===== src/hdl/tcgr_pkg.sv =====
// Shared types, constants and codes of the text console glyph renderer.
// No dependencies; imported by the front, queue, back and top modules.
package tcgr_pkg;

  // Font geometry
  localparam int MaxGlyphRows  = 16;
  localparam int RowBits       = $clog2(MaxGlyphRows);
  localparam int MaxGlyphWidth = 8;
  localparam int GlyphCountDef = 256;
  localparam int FontIndexBits = 12;
  localparam int QueueDepth    = 4;

  // Character codes and cursor limits
  localparam logic [7:0] NewlineCode   = 8'd10;
  localparam logic [7:0] NarrowCodeMax = 8'd128;
  localparam logic [9:0] ColMax        = 10'd1023;
  localparam logic [8:0] RowMax        = 9'd511;

  // Beat kinds on the input stream (tuser)
  typedef enum logic [1:0] {
    OP_LOAD  = 2'd0,
    OP_START = 2'd1,
    OP_PUT   = 2'd2,
    OP_NONE  = 2'd3
  } op_e;

  // Configuration register indexes
  typedef enum logic [2:0] {
    CFG_FG_COLOR     = 3'd0,
    CFG_BG_COLOR     = 3'd1,
    CFG_GLYPH_WIDTH  = 3'd2,
    CFG_GLYPH_HEIGHT = 3'd3,
    CFG_PITCH        = 3'd4,
    CFG_TEXT_COLS    = 3'd5,
    CFG_TEXT_ROWS    = 3'd6,
    CFG_WIDE_FONT    = 3'd7
  } cfg_idx_e;

  // Back-end sequencer states
  typedef enum logic [1:0] {
    BK_IDLE,
    BK_MUL,
    BK_BASE,
    BK_ROWS
  } back_state_e;

  typedef struct packed {
    logic [31:0] fg_color;
    logic [31:0] bg_color;
    logic [3:0]  glyph_width;
    logic [4:0]  glyph_height;
    logic [13:0] pitch_pixels;
    logic [10:0] text_cols;
    logic [9:0]  text_rows;
    logic        wide_font;
  } cfg_t;

  // One character to draw, as queued between front and back
  typedef struct packed {
    logic [9:0] col;
    logic [8:0] row;
    logic [7:0] code;
  } job_t;

  // Glyph store write from the front
  typedef struct packed {
    logic                     en;
    logic [FontIndexBits-1:0] index;
    logic [7:0]               data;
  } font_wr_t;

  // Back-end status toward the front
  typedef struct packed {
    logic idle;
    logic clear_busy;
  } back_status_t;

endpackage


===== src/hdl/tcgr_front.sv =====
// Front end: accepts input beats, keeps the text cursor and stop flag, and
// queues draw jobs. Depends on tcgr_pkg.
module tcgr_front #(
  parameter int GLYPH_COUNT = tcgr_pkg::GlyphCountDef
) (
  input  logic                  clk_i,
  input  logic                  rst_ni,
  input  tcgr_pkg::cfg_t        cfg_i,
  input  logic                  in_valid_i,
  output logic                  in_ready_o,
  input  tcgr_pkg::op_e         op_i,
  input  logic [11:0]           font_index_i,
  input  logic [7:0]            font_byte_i,
  input  logic [9:0]            cursor_col_i,
  input  logic [8:0]            cursor_row_i,
  input  logic [7:0]            char_code_i,
  input  tcgr_pkg::back_status_t back_status_i,
  input  logic                  queue_full_i,
  output logic                  job_push_o,
  output tcgr_pkg::job_t        job_o,
  output tcgr_pkg::font_wr_t    font_wr_o
);
  import tcgr_pkg::*;

  logic [9:0] col_q, col_d;
  logic [8:0] row_q, row_d;
  logic       stop_q, stop_d;
  logic       accept;
  logic       draw;

  // Ready: nothing during the clear sweep; loads also wait for the back end to drain, puts need queue space
  always_comb begin
    unique case (op_i)
      OP_LOAD:  in_ready_o = !back_status_i.clear_busy && back_status_i.idle;
      OP_PUT:   in_ready_o = !back_status_i.clear_busy && !queue_full_i;
      OP_START: in_ready_o = !back_status_i.clear_busy;
      OP_NONE:  in_ready_o = !back_status_i.clear_busy;
      default:  in_ready_o = 1'b0;
    endcase
  end

  assign accept = in_valid_i && in_ready_o;

  assign font_wr_o.en    = accept && (op_i == OP_LOAD);
  assign font_wr_o.index = font_index_i;
  assign font_wr_o.data  = font_byte_i;

  // Glyph is drawable: in range, not a high code on a narrow font, nonzero height
  assign draw = !(!cfg_i.wide_font && (char_code_i > NarrowCodeMax)) &&
                (32'(char_code_i) < GLYPH_COUNT) && (cfg_i.glyph_height != 5'd0);

  // Cursor update
  always_comb begin
    logic [9:0] c;
    logic [8:0] r;
    logic       hit;
    col_d      = col_q;
    row_d      = row_q;
    stop_d     = stop_q;
    job_push_o = 1'b0;
    c          = col_q;
    r          = row_q;
    hit        = 1'b0;
    job_o      = '{col: col_q, row: row_q, code: char_code_i};
    if (accept) begin
      unique case (op_i)
        OP_START: begin
          col_d  = cursor_col_i;
          row_d  = cursor_row_i;
          stop_d = 1'b0;
        end
        OP_PUT: begin
          if (stop_q) begin
            stop_d = 1'b1;
          end else if ({1'b0, row_q} >= cfg_i.text_rows) begin
            stop_d = 1'b1;
          end else if (char_code_i == NewlineCode) begin
            col_d = '0;
            if (row_q == RowMax) stop_d = 1'b1;
            else                 row_d  = row_q + 9'd1;
          end else begin
            // wrap a full line first
            if ({1'b0, col_q} >= cfg_i.text_cols) begin
              c = '0;
              if (row_q == RowMax) hit = 1'b1;
              else                 r   = row_q + 9'd1;
              if (!hit && ({1'b0, r} >= cfg_i.text_rows)) hit = 1'b1;
            end
            if (hit) begin
              stop_d = 1'b1;
              col_d  = c;
              row_d  = r;
            end else begin
              job_push_o = draw;
              job_o      = '{col: c, row: r, code: char_code_i};
              if (c == ColMax) begin
                col_d = '0;
                if (r == RowMax) begin
                  stop_d = 1'b1;
                  row_d  = r;
                end else begin
                  row_d = r + 9'd1;
                end
              end else begin
                col_d = c + 10'd1;
                row_d = r;
              end
            end
          end
        end
        OP_LOAD: ;
        OP_NONE: ;
        default: ;
      endcase
    end
  end

  always_ff @(posedge clk_i or negedge rst_ni) begin
    if (!rst_ni) begin
      col_q  <= '0;
      row_q  <= '0;
      stop_q <= 1'b0;
    end else begin
      col_q  <= col_d;
      row_q  <= row_d;
      stop_q <= stop_d;
    end
  end

endmodule


===== config.mk =====
export PLATFORM = sky130hd
export DESIGN_NAME = tcgr_front
export DESIGN_NICKNAME = d
export VERILOG_FILES = /design/src/hdl/tcgr_pkg.sv /design/src/hdl/tcgr_front.sv
export SDC_FILE = /design/constraint.sdc
export NUM_CORES = 1
export LEC_CHECK = 0
export ABC_AREA = 1
export BUFFER_PORTS_ARGS = -buffer_cell sky130_fd_sc_hd__buf_2
export CAP_MARGIN = 20
export CORE_MARGIN = 2
export CORE_UTILIZATION = 45
export DETAILED_ROUTE_END_ITERATION = 10
export HOLD_SLACK_MARGIN = 0.08
export PLACE_DENSITY = 0.87
export SKIP_LAST_GASP = 1
export SLEW_MARGIN = 10
export SYNTH_ARGS = -nofsm -noshare
export SYNTH_HDL_FRONTEND = slang
export SYNTH_SLANG_ARGS = --single-unit

===== constraint.sdc =====
create_clock -name clk_i -period 3.8 [get_ports clk_i]
set_input_delay 0.38 -clock clk_i [delete_from_list [all_inputs] [get_ports clk_i]]
set_output_delay 0.38 -clock clk_i [all_outputs]
set_load 0.02 [all_outputs]

==> impl_metrics.py <==
metrics = {
    "critical_path": {
        "critPathKind": "register to primary output",
        "end_kind": "primary output",
        "cp_max_fo": 7,
        "critPathArrivalTime_ps": 3320,
        "start_kind": "register",
        "crit_required_ps": 3420,
    },
    "logic_synthesis": {
        "async_flop_share": 1.00,
        "synth.most_common_cell": "nand2_1",
        "syn_nets": 766,
        "synthTopCellsByArea": "nand2_1 17%, dfrtp_1 14%, ha_1 13%, inv_1 8.0%, nor2_1 7.3%",
        "synth_largest_area_cell": "nand2_1",
        "synth_edf_count": 0,
        "syn_avg_cell_area_sq_um": 6.10,
        "synth_cell_types": 41,
        "ys_ff_latch": 20,
        "synth_area_sq_mm": 0.00346,
        "ys_seq_area_frac": 0.145,
        "synth_flop_cell": "dfrtp_1",
        "ys_top_cells_by_count": "156 x nand2_1, 74 x inv_1, 67 x nor2_1",
        "ys.warnings.count": 0,
        "syn_inst": 567,
        "synth_top_area_frac": 0.169,
    },
    "placed_design": {
        "placed_area_sq_mm": 0.00384,
        "dp_hpwl_um": 8060,
        "gp_routability_congestion": 0.928,
        "dp.cells": 729,
        "place.port_buffers": 91,
    },
    "route": {
        "dr.first_iter.drc_count": 323,
        "drc": 0,
        "firstDrtPassIters": 8,
        "wire_per_inst_um": 13.9,
        "routed_wl_um": 10300,
        "antenna_left": 0,
        "vias_per_cell": 5.31,
        "vias": 3948,
    },
    "timing": {
        "slew_headroom": 0.498,
        "worst_pin_slew_ps": 751,
        "fin_tns_setup_ps": 0,
        "clock_skew_ps": 7.66,
        "hold_viol": 0,
        "setup_viol": 0,
        "min_period_ps": 3700,
        "drv_slew": 0,
        "max_freq_mhz": 270,
        "fin_crit_sh": 0.973,
    },
    "floorplanning": {
        "fp.dieW_um": 91.7,
        "die_h_um": 91.7,
        "die_area_sq_mm": 0.00840,
        "core_sq_mm": 0.00733,
        "ioPinCount": 214,
        "row_count": 31,
        "start_util": 0.472,
    },
    "finish": {
        "utilization": 0.551,
        "antenna-diode-count": 0,
        "ff_latch_area_sq_um": 505,
        "drive_gt1_frac": 0.262,
        "design_area_sq_mm": 0.00404,
        "fin_cells": 743,
        "n_fill_cell": 713,
        "multi_input_area_sq_mm": 0.00243,
        "area_growth_pct": 16.9,
        "final_nets": 844,
    },
    "power": {
        "p_comb_frac": 0.753,
        "peakVddDrop_uv": 207,
        "p_per_area_mw_per_mm2": 582,
        "switching_share": 0.564,
        "clock_power_share": 0.071,
        "total_power_mw": 2.35,
        "leakagePower_nw": 2.22,
        "internal_power_mw": 1.03,
        "p_seq_frac": 0.176,
        "p_sw_mw": 1.33,
    },
    "clocking": {
        "clockRootBuffer": "clkbuf_8",
        "cts_buffer_depth": 2,
        "cts.sink_count": 20,
        "cts-buffers-inserted": 3,
        "clkLatencyLatePin_ps": 270,
        "cts.clk_slew.worst_paths_ps": 70,
        "cts_tree": "built",
        "htreeDepth": 1,
    },
    "job": {
        "cap_violations": 0,
    },
    "grt": {
        "overflow": 0,
        "grt_pass1_wl_um": 16500,
        "grt_max_degree": 24,
        "grtUsageTotal": 0.236,
        "grt_pass1_vias": 3632,
        "antenna_found_initial": 0,
    },
    "run_status": {
        "outcome": "completed",
    },
    "worst_hold_path": {
        "hold_path_class": "input port to register",
    },
}
## final timing paths
kind,startpoint,endpoint,slack [ps],cells after the start
worst max-delay path,row_q[1]$_DFFE_PN0P_,job_o[10],100,18
worst min-delay path,cursor_row_i[0],row_q[0]$_DFFE_PN0P_,420,3
worst max register to register,col_q[6]$_DFFE_PN0P_,row_q[7]$_DFFE_PN0P_,480,19
worst min register to register,stop_q$_DFFE_PN0P_,stop_q$_DFFE_PN0P_,540,2
max in group asynchronous,rst_ni,row_q[2]$_DFFE_PN0P_,2830,2
min in group asynchronous,rst_ni,row_q[5]$_DFFE_PN0P_,600,2
## cell usage in the layout (no fill, tap or decap), drive strengths merged, types with 2 or more instances in the layout
| cell type | n |
|---|---|
| ha | 35 |
| a21oi | 42 |
| a22oi | 10 |
| o21bai | 2 |
| nand4 | 8 |
| o211ai | 3 |
| nand3 | 35 |
| clkbuf | 4 |
| nor4 | 4 |
| nor3 | 7 |
| dfrtp | 20 |
| o21ai | 23 |
| nor2 | 79 |
| nand3b | 2 |
| a211oi | 2 |
| nand2 | 164 |
| o22ai | 2 |
| xor2 | 4 |
| inv | 79 |
| buf | 110 |
## critical path: stages, from the launching register on
cell,delay [ps]
dfrtp_2,450
ha_2,200
inv_1,90
nor2_4,50
nand3_4,140
inv_2,90
a21oi_2,130
inv_1,110
ha_1,280
nand2_1,80
nor4_2,280
nand3_1,100
nand4_1,150
nand2_1,100
nand2_2,130
inv_2,60
nand2_4,110
mux2_2,350
buf_2,160
## what timing repair did
action,4_1_cts,5_1_grt
setup endpoints to repair,15,19
endpoints found under the hold margin,11,0
hold buffers,1,0
resized for setup,3,19
setup buffers,4,5
pin swaps,0,3
## per-stage QoR
| stage | setup WS [ps] | hold slack (ps) |
|---|---|---|
| after global routing | -79.2 | 433 |
| after detailed placement | 167 | 358 |
| after floorplan | 467 | 84.4 |
| after global placement | 226 | 355 |
| after CTS | 16.7 | 424 |
| final | 101 | 420 |
## cell type report
class | count | area share
multi-input cells | 428 | 0.600
flip-flops and latches | 20 | 0.125
inverters | 81 | 0.0762
well taps | 99 | 0.0307
clock buffers | 4 | 0.0136
repair buffers | 111 | 0.154
## cells by family after synthesis
| kind of cell | synth area share |
|---|---|
| fa+ha+maj | 0.127 |
| compound gates | 0.161 |
| buf+inv | 0.165 |
| mux | 0.00326 |
| simple gates | 0.387 |
| flops | 0.145 |
| xor+xnor | 0.0127 |
## metal layers
layer,GRT usage,wire [um]
met1,0.309,4300
met5,0,0
met2,0.407,4890
met4,0.0568,207
met3,0.0337,901
## power by group through the flow
stage | registers (mW) | logic, mW | clock network, mW
floorplan | 0.380 | 1.30 | 0
global placement | 0.403 | 1.61 | 0
detailed placement | 0.410 | 1.68 | 0
CTS | 0.409 | 1.69 | 0.167
global route | 0.422 | 1.97 | 0.175
finish | 0.414 | 1.77 | 0.167
## registers in the layout (all words and copies together) (netlist names)
register	cells
row_q	9
stop_q	1
col_q	10
No activity file was read; power rests on OpenSTA's default activity.
