[src/hdl/tcgr_pkg.sv]
// Shared types, constants and codes of the text console glyph renderer.
// No dependencies; imported by the front, queue, back and top modules.
package tcgr_pkg;

  // Font geometry
  localparam int MaxGlyphRows  = 16;
  localparam int RowBits       = $clog2(MaxGlyphRows);
  localparam int MaxGlyphWidth = 8;
  localparam int GlyphCountDef = 256;
  localparam int FontIndexBits = 12;
  localparam int QueueDepth    = 4;

  // Character codes and cursor limits
  localparam logic [7:0] NewlineCode   = 8'd10;
  localparam logic [7:0] NarrowCodeMax = 8'd128;
  localparam logic [9:0] ColMax        = 10'd1023;
  localparam logic [8:0] RowMax        = 9'd511;

  // Beat kinds on the input stream (tuser)
  typedef enum logic [1:0] {
    OP_LOAD  = 2'd0,
    OP_START = 2'd1,
    OP_PUT   = 2'd2,
    OP_NONE  = 2'd3
  } op_e;

  // Configuration register indexes
  typedef enum logic [2:0] {
    CFG_FG_COLOR     = 3'd0,
    CFG_BG_COLOR     = 3'd1,
    CFG_GLYPH_WIDTH  = 3'd2,
    CFG_GLYPH_HEIGHT = 3'd3,
    CFG_PITCH        = 3'd4,
    CFG_TEXT_COLS    = 3'd5,
    CFG_TEXT_ROWS    = 3'd6,
    CFG_WIDE_FONT    = 3'd7
  } cfg_idx_e;

  // Back-end sequencer states
  typedef enum logic [1:0] {
    BK_IDLE,
    BK_MUL,
    BK_BASE,
    BK_ROWS
  } back_state_e;

  typedef struct packed {
    logic [31:0] fg_color;
    logic [31:0] bg_color;
    logic [3:0]  glyph_width;
    logic [4:0]  glyph_height;
    logic [13:0] pitch_pixels;
    logic [10:0] text_cols;
    logic [9:0]  text_rows;
    logic        wide_font;
  } cfg_t;

  // One character to draw, as queued between front and back
  typedef struct packed {
    logic [9:0] col;
    logic [8:0] row;
    logic [7:0] code;
  } job_t;

  // Glyph store write from the front
  typedef struct packed {
    logic                     en;
    logic [FontIndexBits-1:0] index;
    logic [7:0]               data;
  } font_wr_t;

  // Back-end status toward the front
  typedef struct packed {
    logic idle;
    logic clear_busy;
  } back_status_t;

endpackage

[src/hdl/tcgr_queue.sv]
// Short job queue between front and back end.
// Depends on tcgr_pkg for the job type.
module tcgr_queue #(
  parameter int DEPTH = tcgr_pkg::QueueDepth
) (
  input  logic           clk_i,
  input  logic           rst_ni,
  input  logic           push_i,
  input  tcgr_pkg::job_t data_i,
  input  logic           pop_i,
  output tcgr_pkg::job_t data_o,
  output logic           full_o,
  output logic           empty_o
);
  import tcgr_pkg::*;

  localparam int PW = (DEPTH > 1) ? $clog2(DEPTH) : 1;

  job_t            slots_q [DEPTH];
  logic [PW-1:0]   wr_ptr_q, rd_ptr_q;
  logic [PW:0]     count_q;
  logic            do_push, do_pop;

  assign full_o  = (count_q == (PW+1)'(DEPTH));
  assign empty_o = (count_q == '0);
  assign do_push = push_i && !full_o;
  assign do_pop  = pop_i && !empty_o;
  assign data_o  = slots_q[rd_ptr_q];

  // Storage
  always_ff @(posedge clk_i) begin
    if (do_push) slots_q[wr_ptr_q] <= data_i;
  end

  // Pointers and fill level
  always_ff @(posedge clk_i or negedge rst_ni) begin
    if (!rst_ni) begin
      wr_ptr_q <= '0;
      rd_ptr_q <= '0;
      count_q  <= '0;
    end else begin
      if (do_push) wr_ptr_q <= (wr_ptr_q == PW'(DEPTH-1)) ? '0 : wr_ptr_q + PW'(1);
      if (do_pop)  rd_ptr_q <= (rd_ptr_q == PW'(DEPTH-1)) ? '0 : rd_ptr_q + PW'(1);
      unique case ({do_push, do_pop})
        2'b10:   count_q <= count_q + (PW+1)'(1);
        2'b01:   count_q <= count_q - (PW+1)'(1);
        default: count_q <= count_q;
      endcase
    end
  end

endmodule

[config.mk]
export PLATFORM = sky130hd
export DESIGN_NAME = tcgr_queue
export DESIGN_NICKNAME = d
export VERILOG_FILES = /design/src/hdl/tcgr_pkg.sv /design/src/hdl/tcgr_queue.sv
export SDC_FILE = /design/constraint.sdc
export NUM_CORES = 1
export LEC_CHECK = 0
export ABC_AREA = 1
export BUFFER_PORTS_ARGS = -buffer_cell sky130_fd_sc_hd__buf_2
export CORE_MARGIN = 2
export CORE_UTILIZATION = 35
export DETAILED_ROUTE_END_ITERATION = 10
export GPL_ROUTABILITY_DRIVEN = 0
export HOLD_SLACK_MARGIN = 0.02
export RECOVER_POWER = 50
export SETUP_SLACK_MARGIN = 0.2
export SYNTH_ARGS = -nofsm -noshare
export SYNTH_HDL_FRONTEND = slang
export SYNTH_SLANG_ARGS = --single-unit
[constraint.sdc]
create_clock -name clk_i -period 3.7 [get_ports clk_i]
set_input_delay 0.185 -clock clk_i [delete_from_list [all_inputs] [get_ports clk_i]]
set_output_delay 0.185 -clock clk_i [all_outputs]
set_load 0.05 [all_outputs]
==> impl_metrics.csv, run 1 <==
group,metric,value,unit
floorplan,ios,60,
worst_setup_path,crit_family,"simple AND/OR/NAND/NOR gates",
worst_setup_path,crit_chain,"inv_1, nand3_1, nand2_1, nor2_2",
layout,syn_to_final_growth,26.37,%
timing,slew_headroom,-5.260,%
power_and_ir_drop,combPwrFrac,35.5,%
worst_setup_path,slowest_stage,"nor2_2",
run_status,violations,"max-capacitance violations, max-slew violations",
route,routed-via-count,2902,
synthesis,yosysWarnings,0,
floorplan,die_area,14620,sq um
grt,grt_max_degree,112,
route,drtAntennaViolNets,0,
clock_network,root_buffer,"clkbuf_16",
timing,hold_violations,0,
place,port_buffers,59,
floorplan,fp.dieW,120.9,microns
clock_network,post_cts_buffers,0,
floorplan,fp-row-count,42,
power_and_ir_drop,p_clk_share,30.4,%
synthesis,synth.ff_latch_count,115,
floorplan,floorplan.core_area,13300,sq um
clock_network,cts-buffers-inserted,17,
clock_network,cts.clk_slew.worst_paths,0.05,ns
clock_network,postCtsHoldBufs,27,
worst_setup_path,max_stage_delay,1.27,ns
worst_setup_path,cp.arrival,2.52,ns
grt,use_met2,21.59,%
power_and_ir_drop,internal_power,3.403,mW
synthesis,synth_top_family_by_area,"simple AND/OR/NAND/NOR gates",
power_and_ir_drop,sw_frac_of_total,40.46,%
route,remaining_drc_errors,0,
worst_hold_path,min_path_type,"input pin to flop",
timing,finClkSkew,0.007690,ns
grt,grt_use_met3,4.088,%
synthesis,synth_fp_nets,413,
synthesis,synth.distinct_cells,17,
route,first_pass_iters,4,
synthesis,synthXorXnorAreaFrac,0.1831,%
place,dp_slack,1.676,ns
timing,setup_viol,0,
clock_network,clockBufferDepth,2,
worst_setup_path,critical_path_buf_inv_count,1,
timing,clock.fmax,396.2,MHz
worst_setup_path,worstSetupPathType,"flop to flop",
job,drv_cap,1,
clock_network,ctsResizeCount,0,
synthesis,synth_area,4783,sq um
worst_setup_path,cp-start-kind,"flop",
timing,fin_tns_setup,0,ns
worst_setup_path,crit_required,3.69,ns
synthesis,synthSimpleGateAreaFrac,8.920,%
power_and_ir_drop,p_sw,2.313,mW
timing,finalCriticalPeriod,2.524,ns
synthesis,netlist_instances,375,
power_and_ir_drop,p_seq_share,34.1,%
layout,drive_above_1_share,14.05,%
route,wl,8.945,mm
synthesis,synthAdderAreaFrac,1.988,%
timing,drv_slew,28,
clock_network,cts.sinks,115,
floorplan,dieHeight,120.9,microns
grt,grt.overflow.total,0,
clock_network,cts_tree,"done",
synthesis,synth_compound_area_share,8.580,%
clock_network,htree_levels,4,
layout,nets,502,
route,vias_per_cell,4.444,
timing,rsz0062_at_grt,"no",
synthesis,post_synth_mux_area_share,0,%
synthesis,seq_area_frac_synth,71.46,%
grt,grtUsageTotal,13.11,%
place,hpwl,5.114,mm
grt,grt_pass1_vias,2901,
grt,grt_pass1_wl,14.32,mm
timing,tightest_slew,1.577,ns
grt,busiest_layer,"met2",
floorplan,initial_core_util,35.98,%
route,wl_per_cell,13.70,microns
layout,n_antenna_cell,0,
clock_network,clk_latency,0.40,ns
route,drtIter0Drc,152,
power_and_ir_drop,power.density,945.7,nW/um^2
power_and_ir_drop,p_leak,2.402,nW
power_and_ir_drop,max-vdd-ir-drop,0.5574,mV
grt,grt_use_met1,16.22,%
worst_setup_path,critPathCaptureType,"flop",
timing,period_share,68.22,%
timing,setup_slack,1.176,ns
run_status,status,"complete, but fails checks",
layout,fillerInstances,1210,
synthesis,avgSynthCellArea,12.76,sq um
worst_setup_path,critPathMaxFanout,27,
grt,antenna_found_initial,0,
==> Yosys cell counts <==
library cell / n / area (sq um)
inv_1: 68 / 255.2
buf_6: 11 / 123.9
nand4_1: 1 / 6.260
nand2_2: 1 / 6.260
o21ai_0: 1 / 5.000
inv_2: 2 / 7.510
buf_2: 3 / 15.01
dfrtp_1: 7 / 175.2
ha_1: 6 / 75.07
fa_1: 1 / 20.02
buf_4: 3 / 22.52
xnor2_1: 1 / 8.760
o211ai_1: 54 / 405.4
edfxtp_1: 108 / 3243
nor2_1: 6 / 22.52
nand3_1: 7 / 35.03
nand2_1: 95 / 356.6
==> per-stage QoR <==
step           power (mW)  util (%)  cells  hold slack [ns]  area (sq um)
2_1_floorplan       3.600         -    375          -0.1106          4783
3_3_place_gp        3.992     38.95    594          0.02673          5179
3_5_place_dp        4.034     38.95    594          0.03089          5179
4_1_cts             5.802     45.80    653          0.02776          6090
5_1_grt             6.026     45.46    653          0.08070          6045
6_report            5.716     45.46    653          0.06559          6045
==> registers in the layout, indices dropped and copies added (netlist names) <==
| signal | count |
|---|---|
| rd_ptr_q | 2 |
| count_q | 3 |
| slots_q | 108 |
| wr_ptr_q | 2 |
==> worst min-delay path, cell delays in order <==
cell     delay, ns
buf_2         0.10
nand3_1       0.08
nand2_1       0.07
==> per-layer routing <==
layer	share of wire (%)	wire, microns	vias up
met5	0	0	-
met4	0.59	53	0
met3	4.6	409	4
met2	49	4361	55
met1	46	4120	1375
li1	-	-	1468
==> cell families (layout without fill, tap and decap cells) <==
group / count (synthesis) / in the layout
AOI/OAI and AO/OA: 55 / 55
xor gates and xnor gates: 1 / 1
buffers and inverters: 87 / 189
and+or+nand+nor: 110 / 110
DFF: 115 / 115
adders and majority gates: 7 / 7
==> worst paths after layout <==
path	start	to	slack (ns)	cells past startpoint
hold / removal	push_i	wr_ptr_q[0]$_DFFE_PN0P_	0.07	3
setup / recovery	count_q[1]$_DFFE_PN0P_	slots_q[0][24]$_DFFE_PP_	1.18	4
hold reg to reg	count_q[1]$_DFFE_PN0P_	count_q[1]$_DFFE_PN0P_	0.49	2
setup reg to reg	count_q[1]$_DFFE_PN0P_	slots_q[0][24]$_DFFE_PP_	1.18	4
min in group asynchronous	rst_ni	wr_ptr_q[0]$_DFFE_PN0P_	0.24	2
max in group asynchronous	rst_ni	rd_ptr_q[0]$_DFFE_PN0P_	3.11	2
==> power groups by stage <==
stage                     registers, mW  clock network (mW)  logic (mW)
after floorplan                    1.81                   0        1.79
after global placement             1.97                   0        2.03
after detailed placement           1.98                   0        2.05
after CTS                          1.95                1.76        2.09
after global routing               1.99                1.82        2.21
final                              1.95                1.74        2.03
==> area by class of cell <==
| cell class | instances | area (sq um) | share of cell area [%] |
|---|---|---|---|
| Clock buffer | 18 | 429.2 | 7.100 |
| Sequential cell | 115 | 3422 | 56.61 |
| Multi-Input combinational cell | 173 | 963.4 | 15.94 |
| Clock inverter | 14 | 211.5 | 3.498 |
| Inverter | 70 | 262.8 | 4.347 |
| Tap cell | 176 | 220.2 | 3.643 |
| Timing Repair Buffer | 87 | 535.5 | 8.859 |
==> cell usage in the layout, fill, tap and decap left out, drive strengths merged <==
cell type / instances
edfxtp: 108
nand2: 96
inv: 70
o211ai: 54
clkbuf: 48
buf: 30
dlygate4sd3: 27
clkinv: 8
nand3: 7
dfrtp: 7
ha: 6
nor2: 6
bufinv: 5
o21ai: 1
xnor2: 1
nand4: 1
fa: 1
clkinvlp: 1
Note: power is estimated with default switching activity, not from simulation.
==> run 2, diff against run 1 <==
==> constraint.sdc (replaced) <==
create_clock -name clk_i -period 2.2 [get_ports clk_i]
set_input_delay 0.11 -clock clk_i [delete_from_list [all_inputs] [get_ports clk_i]]
set_output_delay 0.11 -clock clk_i [all_outputs]
set_load 0.05 [all_outputs]
==> impl_metrics.csv, run 2 (same netlist as run 1, synthesis figures left out) <==
group,metric,value,unit
run_status,status,"complete, no violations",
floorplan,fp.dieW,120.9,microns
timing,rsz0062_at_grt,"no",
grt,antenna_found_initial,0,
route,wl_per_cell,13.73,microns
grt,grtUsageTotal,13.66,%
job,drv_cap,0,
timing,clock.fmax,529.6,MHz
place,port_buffers,59,
timing,fin_hold_ws,0.1374,ns
layout,top_regs,"slots_q: 108 flops, count_q: 3 flops",
worst_setup_path,cp.arrival,1.78,ns
clock_network,root_buffer,"clkbuf_16",
layout,top_register,"slots_q",
power_and_ir_drop,p_leak,2.485,nW
route,vias_per_cell,4.505,
worst_setup_path,crit_chain,"clkinv_2, o211ai_1, nand2_1, buf_2",
worst_setup_path,critPathCaptureType,"output port",
place,dp_slack,0.4467,ns
floorplan,initial_core_util,35.98,%
route,routed-via-count,3005,
worst_setup_path,critPathLaunch,"rd_ptr_q[1]$_DFFE_PN0P_",
floorplan,dieHeight,120.9,microns
worst_setup_path,crit_required,2.09,ns
power_and_ir_drop,max-vdd-ir-drop,0.8442,mV
layout,syn_to_final_growth,29.43,%
clock_network,clockBufferDepth,2,
worst_hold_path,min_path_type,"input pin to asynchronous set/reset pin",
clock_network,htree_levels,4,
route,wl,9.157,mm
floorplan,fp-row-count,42,
grt,grt_max_degree,33,
power_and_ir_drop,power.density,1564,nW/um^2
layout,nets,516,
clock_network,cts.clk_slew.worst_paths,0.05,ns
timing,setup_slack,0.3117,ns
floorplan,die_area,14620,sq um
place,hpwl,5.226,mm
route,drtIter0Drc,159,
grt,grt_pass1_vias,2908,
grt,grt.overflow.total,0,
worst_setup_path,reg2reg_from,"count_q[1]$_DFFE_PN0P_",
route,remaining_drc_errors,0,
clock_network,cts_tree,"done",
clock_network,cts.sinks,115,
timing,hold_violations,0,
layout,mostFrequentLayoutCells,"edfxtp_1, nand2_1, inv_1",
layout,final_common_cell,"edfxtp_1",
timing,period_share,85.83,%
clock_network,clk_latency,0.40,ns
worst_setup_path,critPathMaxFanout,27,
layout,drive_above_1_share,15.89,%
layout,fillerInstances,1206,
floorplan,floorplan.core_area,13300,sq um
route,first_pass_iters,4,
worst_setup_path,max_stage_delay,0.40,ns
timing,slew_headroom,62.81,%
grt,grt_pass1_wl,14.90,mm
layout,n_antenna_cell,0,
clock_network,cts-buffers-inserted,17,
timing,finalCriticalPeriod,1.888,ns
layout,largest_register_ff_count,108,
worst_setup_path,worstSetupPathType,"flop to output port",
timing,finClkSkew,0.006000,ns
floorplan,ios,60,
timing,setup_viol,0,
worst_setup_path,slowest_stage,"clkinv_2",
timing,drv_slew,0,
route,drtAntennaViolNets,0,
timing,fin_tns_setup,0,ns
timing,tightest_slew,0.5579,ns
worst_setup_path,cp-start-kind,"flop",
==> run 2: changes by cell type in the layout (fill, tap and decap cells not counted), sizes merged <==
cell / change
buf: +11
clkinv: +4
dlygate4sd3: +3
bufinv: -1
clkbuf: -1
clkinvlp: -1
inv: -1
==> run 2: final timing paths <==
path | endpoint | slack, ns | depth (start not counted)
max in group asynchronous | rd_ptr_q[0]$_DFFE_PN0P_ | 1.75 | 2
min in group clk_i | count_q[1]$_DFFE_PN0P_ | 0.48 | 2
min reg2reg | count_q[1]$_DFFE_PN0P_ | 0.48 | 2
max | data_o[23] | 0.31 | 4
max reg2reg | slots_q[2][4]$_DFFE_PP_ | 0.38 | 6
min | count_q[2]$_DFFE_PN0P_ | 0.14 | 2
==> run 2: layout make-up <==
class | count | area (sq um) | share of cell area [%]
clock inverters | 15 | 170.2 | 2.749
well taps | 176 | 220.2 | 3.557
repair buffers | 101 | 718.2 | 11.60
flip-flops and latches | 115 | 3422 | 55.27
inverters | 70 | 264.0 | 4.264
multi-input cells | 173 | 970.9 | 15.68
clock buffers | 17 | 425.4 | 6.871
==> run 2: report_power, final <==
group          leakage, nW  internal [mW]  switching [mW]
Clock                0.300           1.86           0.872
Combinational         1.11           1.02            2.87
Sequential            1.07           2.90           0.175
Total                 2.48           5.77            3.91
==> run 2: critical path, delay by kind of cell, from the launching register on <==
kind | cells | cell delay (ns)
AO/OA/AOI/OAI | 1 | 0.25
AND/OR/NAND/NOR | 1 | 0.12
flip-flops | 1 | 0.37
buffers and inverters | 2 | 0.63
==> run 2: through the flow <==
stage                     total power [mW]  util (%)  std cells  instance area [sq um]
after detailed placement             6.905     39.84        603                   5296
after global routing                 10.21     46.57        667                   6191
final                                9.683     46.57        667                   6191
after global placement               6.838     39.84        603                   5296
after CTS                            9.783     46.78        666                   6220
after floorplan                      6.054         -        375                   4783
==> run 2: routing by layer <==
layer  wire (microns)  vias up  part of all wire, %  track usage, %
met1             4241     1430                   46           17.67
met5                0        -                    0               0
met2             4395       62                   48           21.07
met4              135        0                  1.5           5.741
met3              384       13                  4.2           4.511
li1                 -     1500                    -               -
==> run 2: what timing repair did <==
| item | CTS | global route |
|---|---|---|
| setup endpoints to repair | 16 | 14 |
| hold buffers | 30 | 0 |
| resized for setup | 0 | 1 |
| endpoints found under the hold margin | 119 | 0 |
| setup buffers | 1 | 1 |
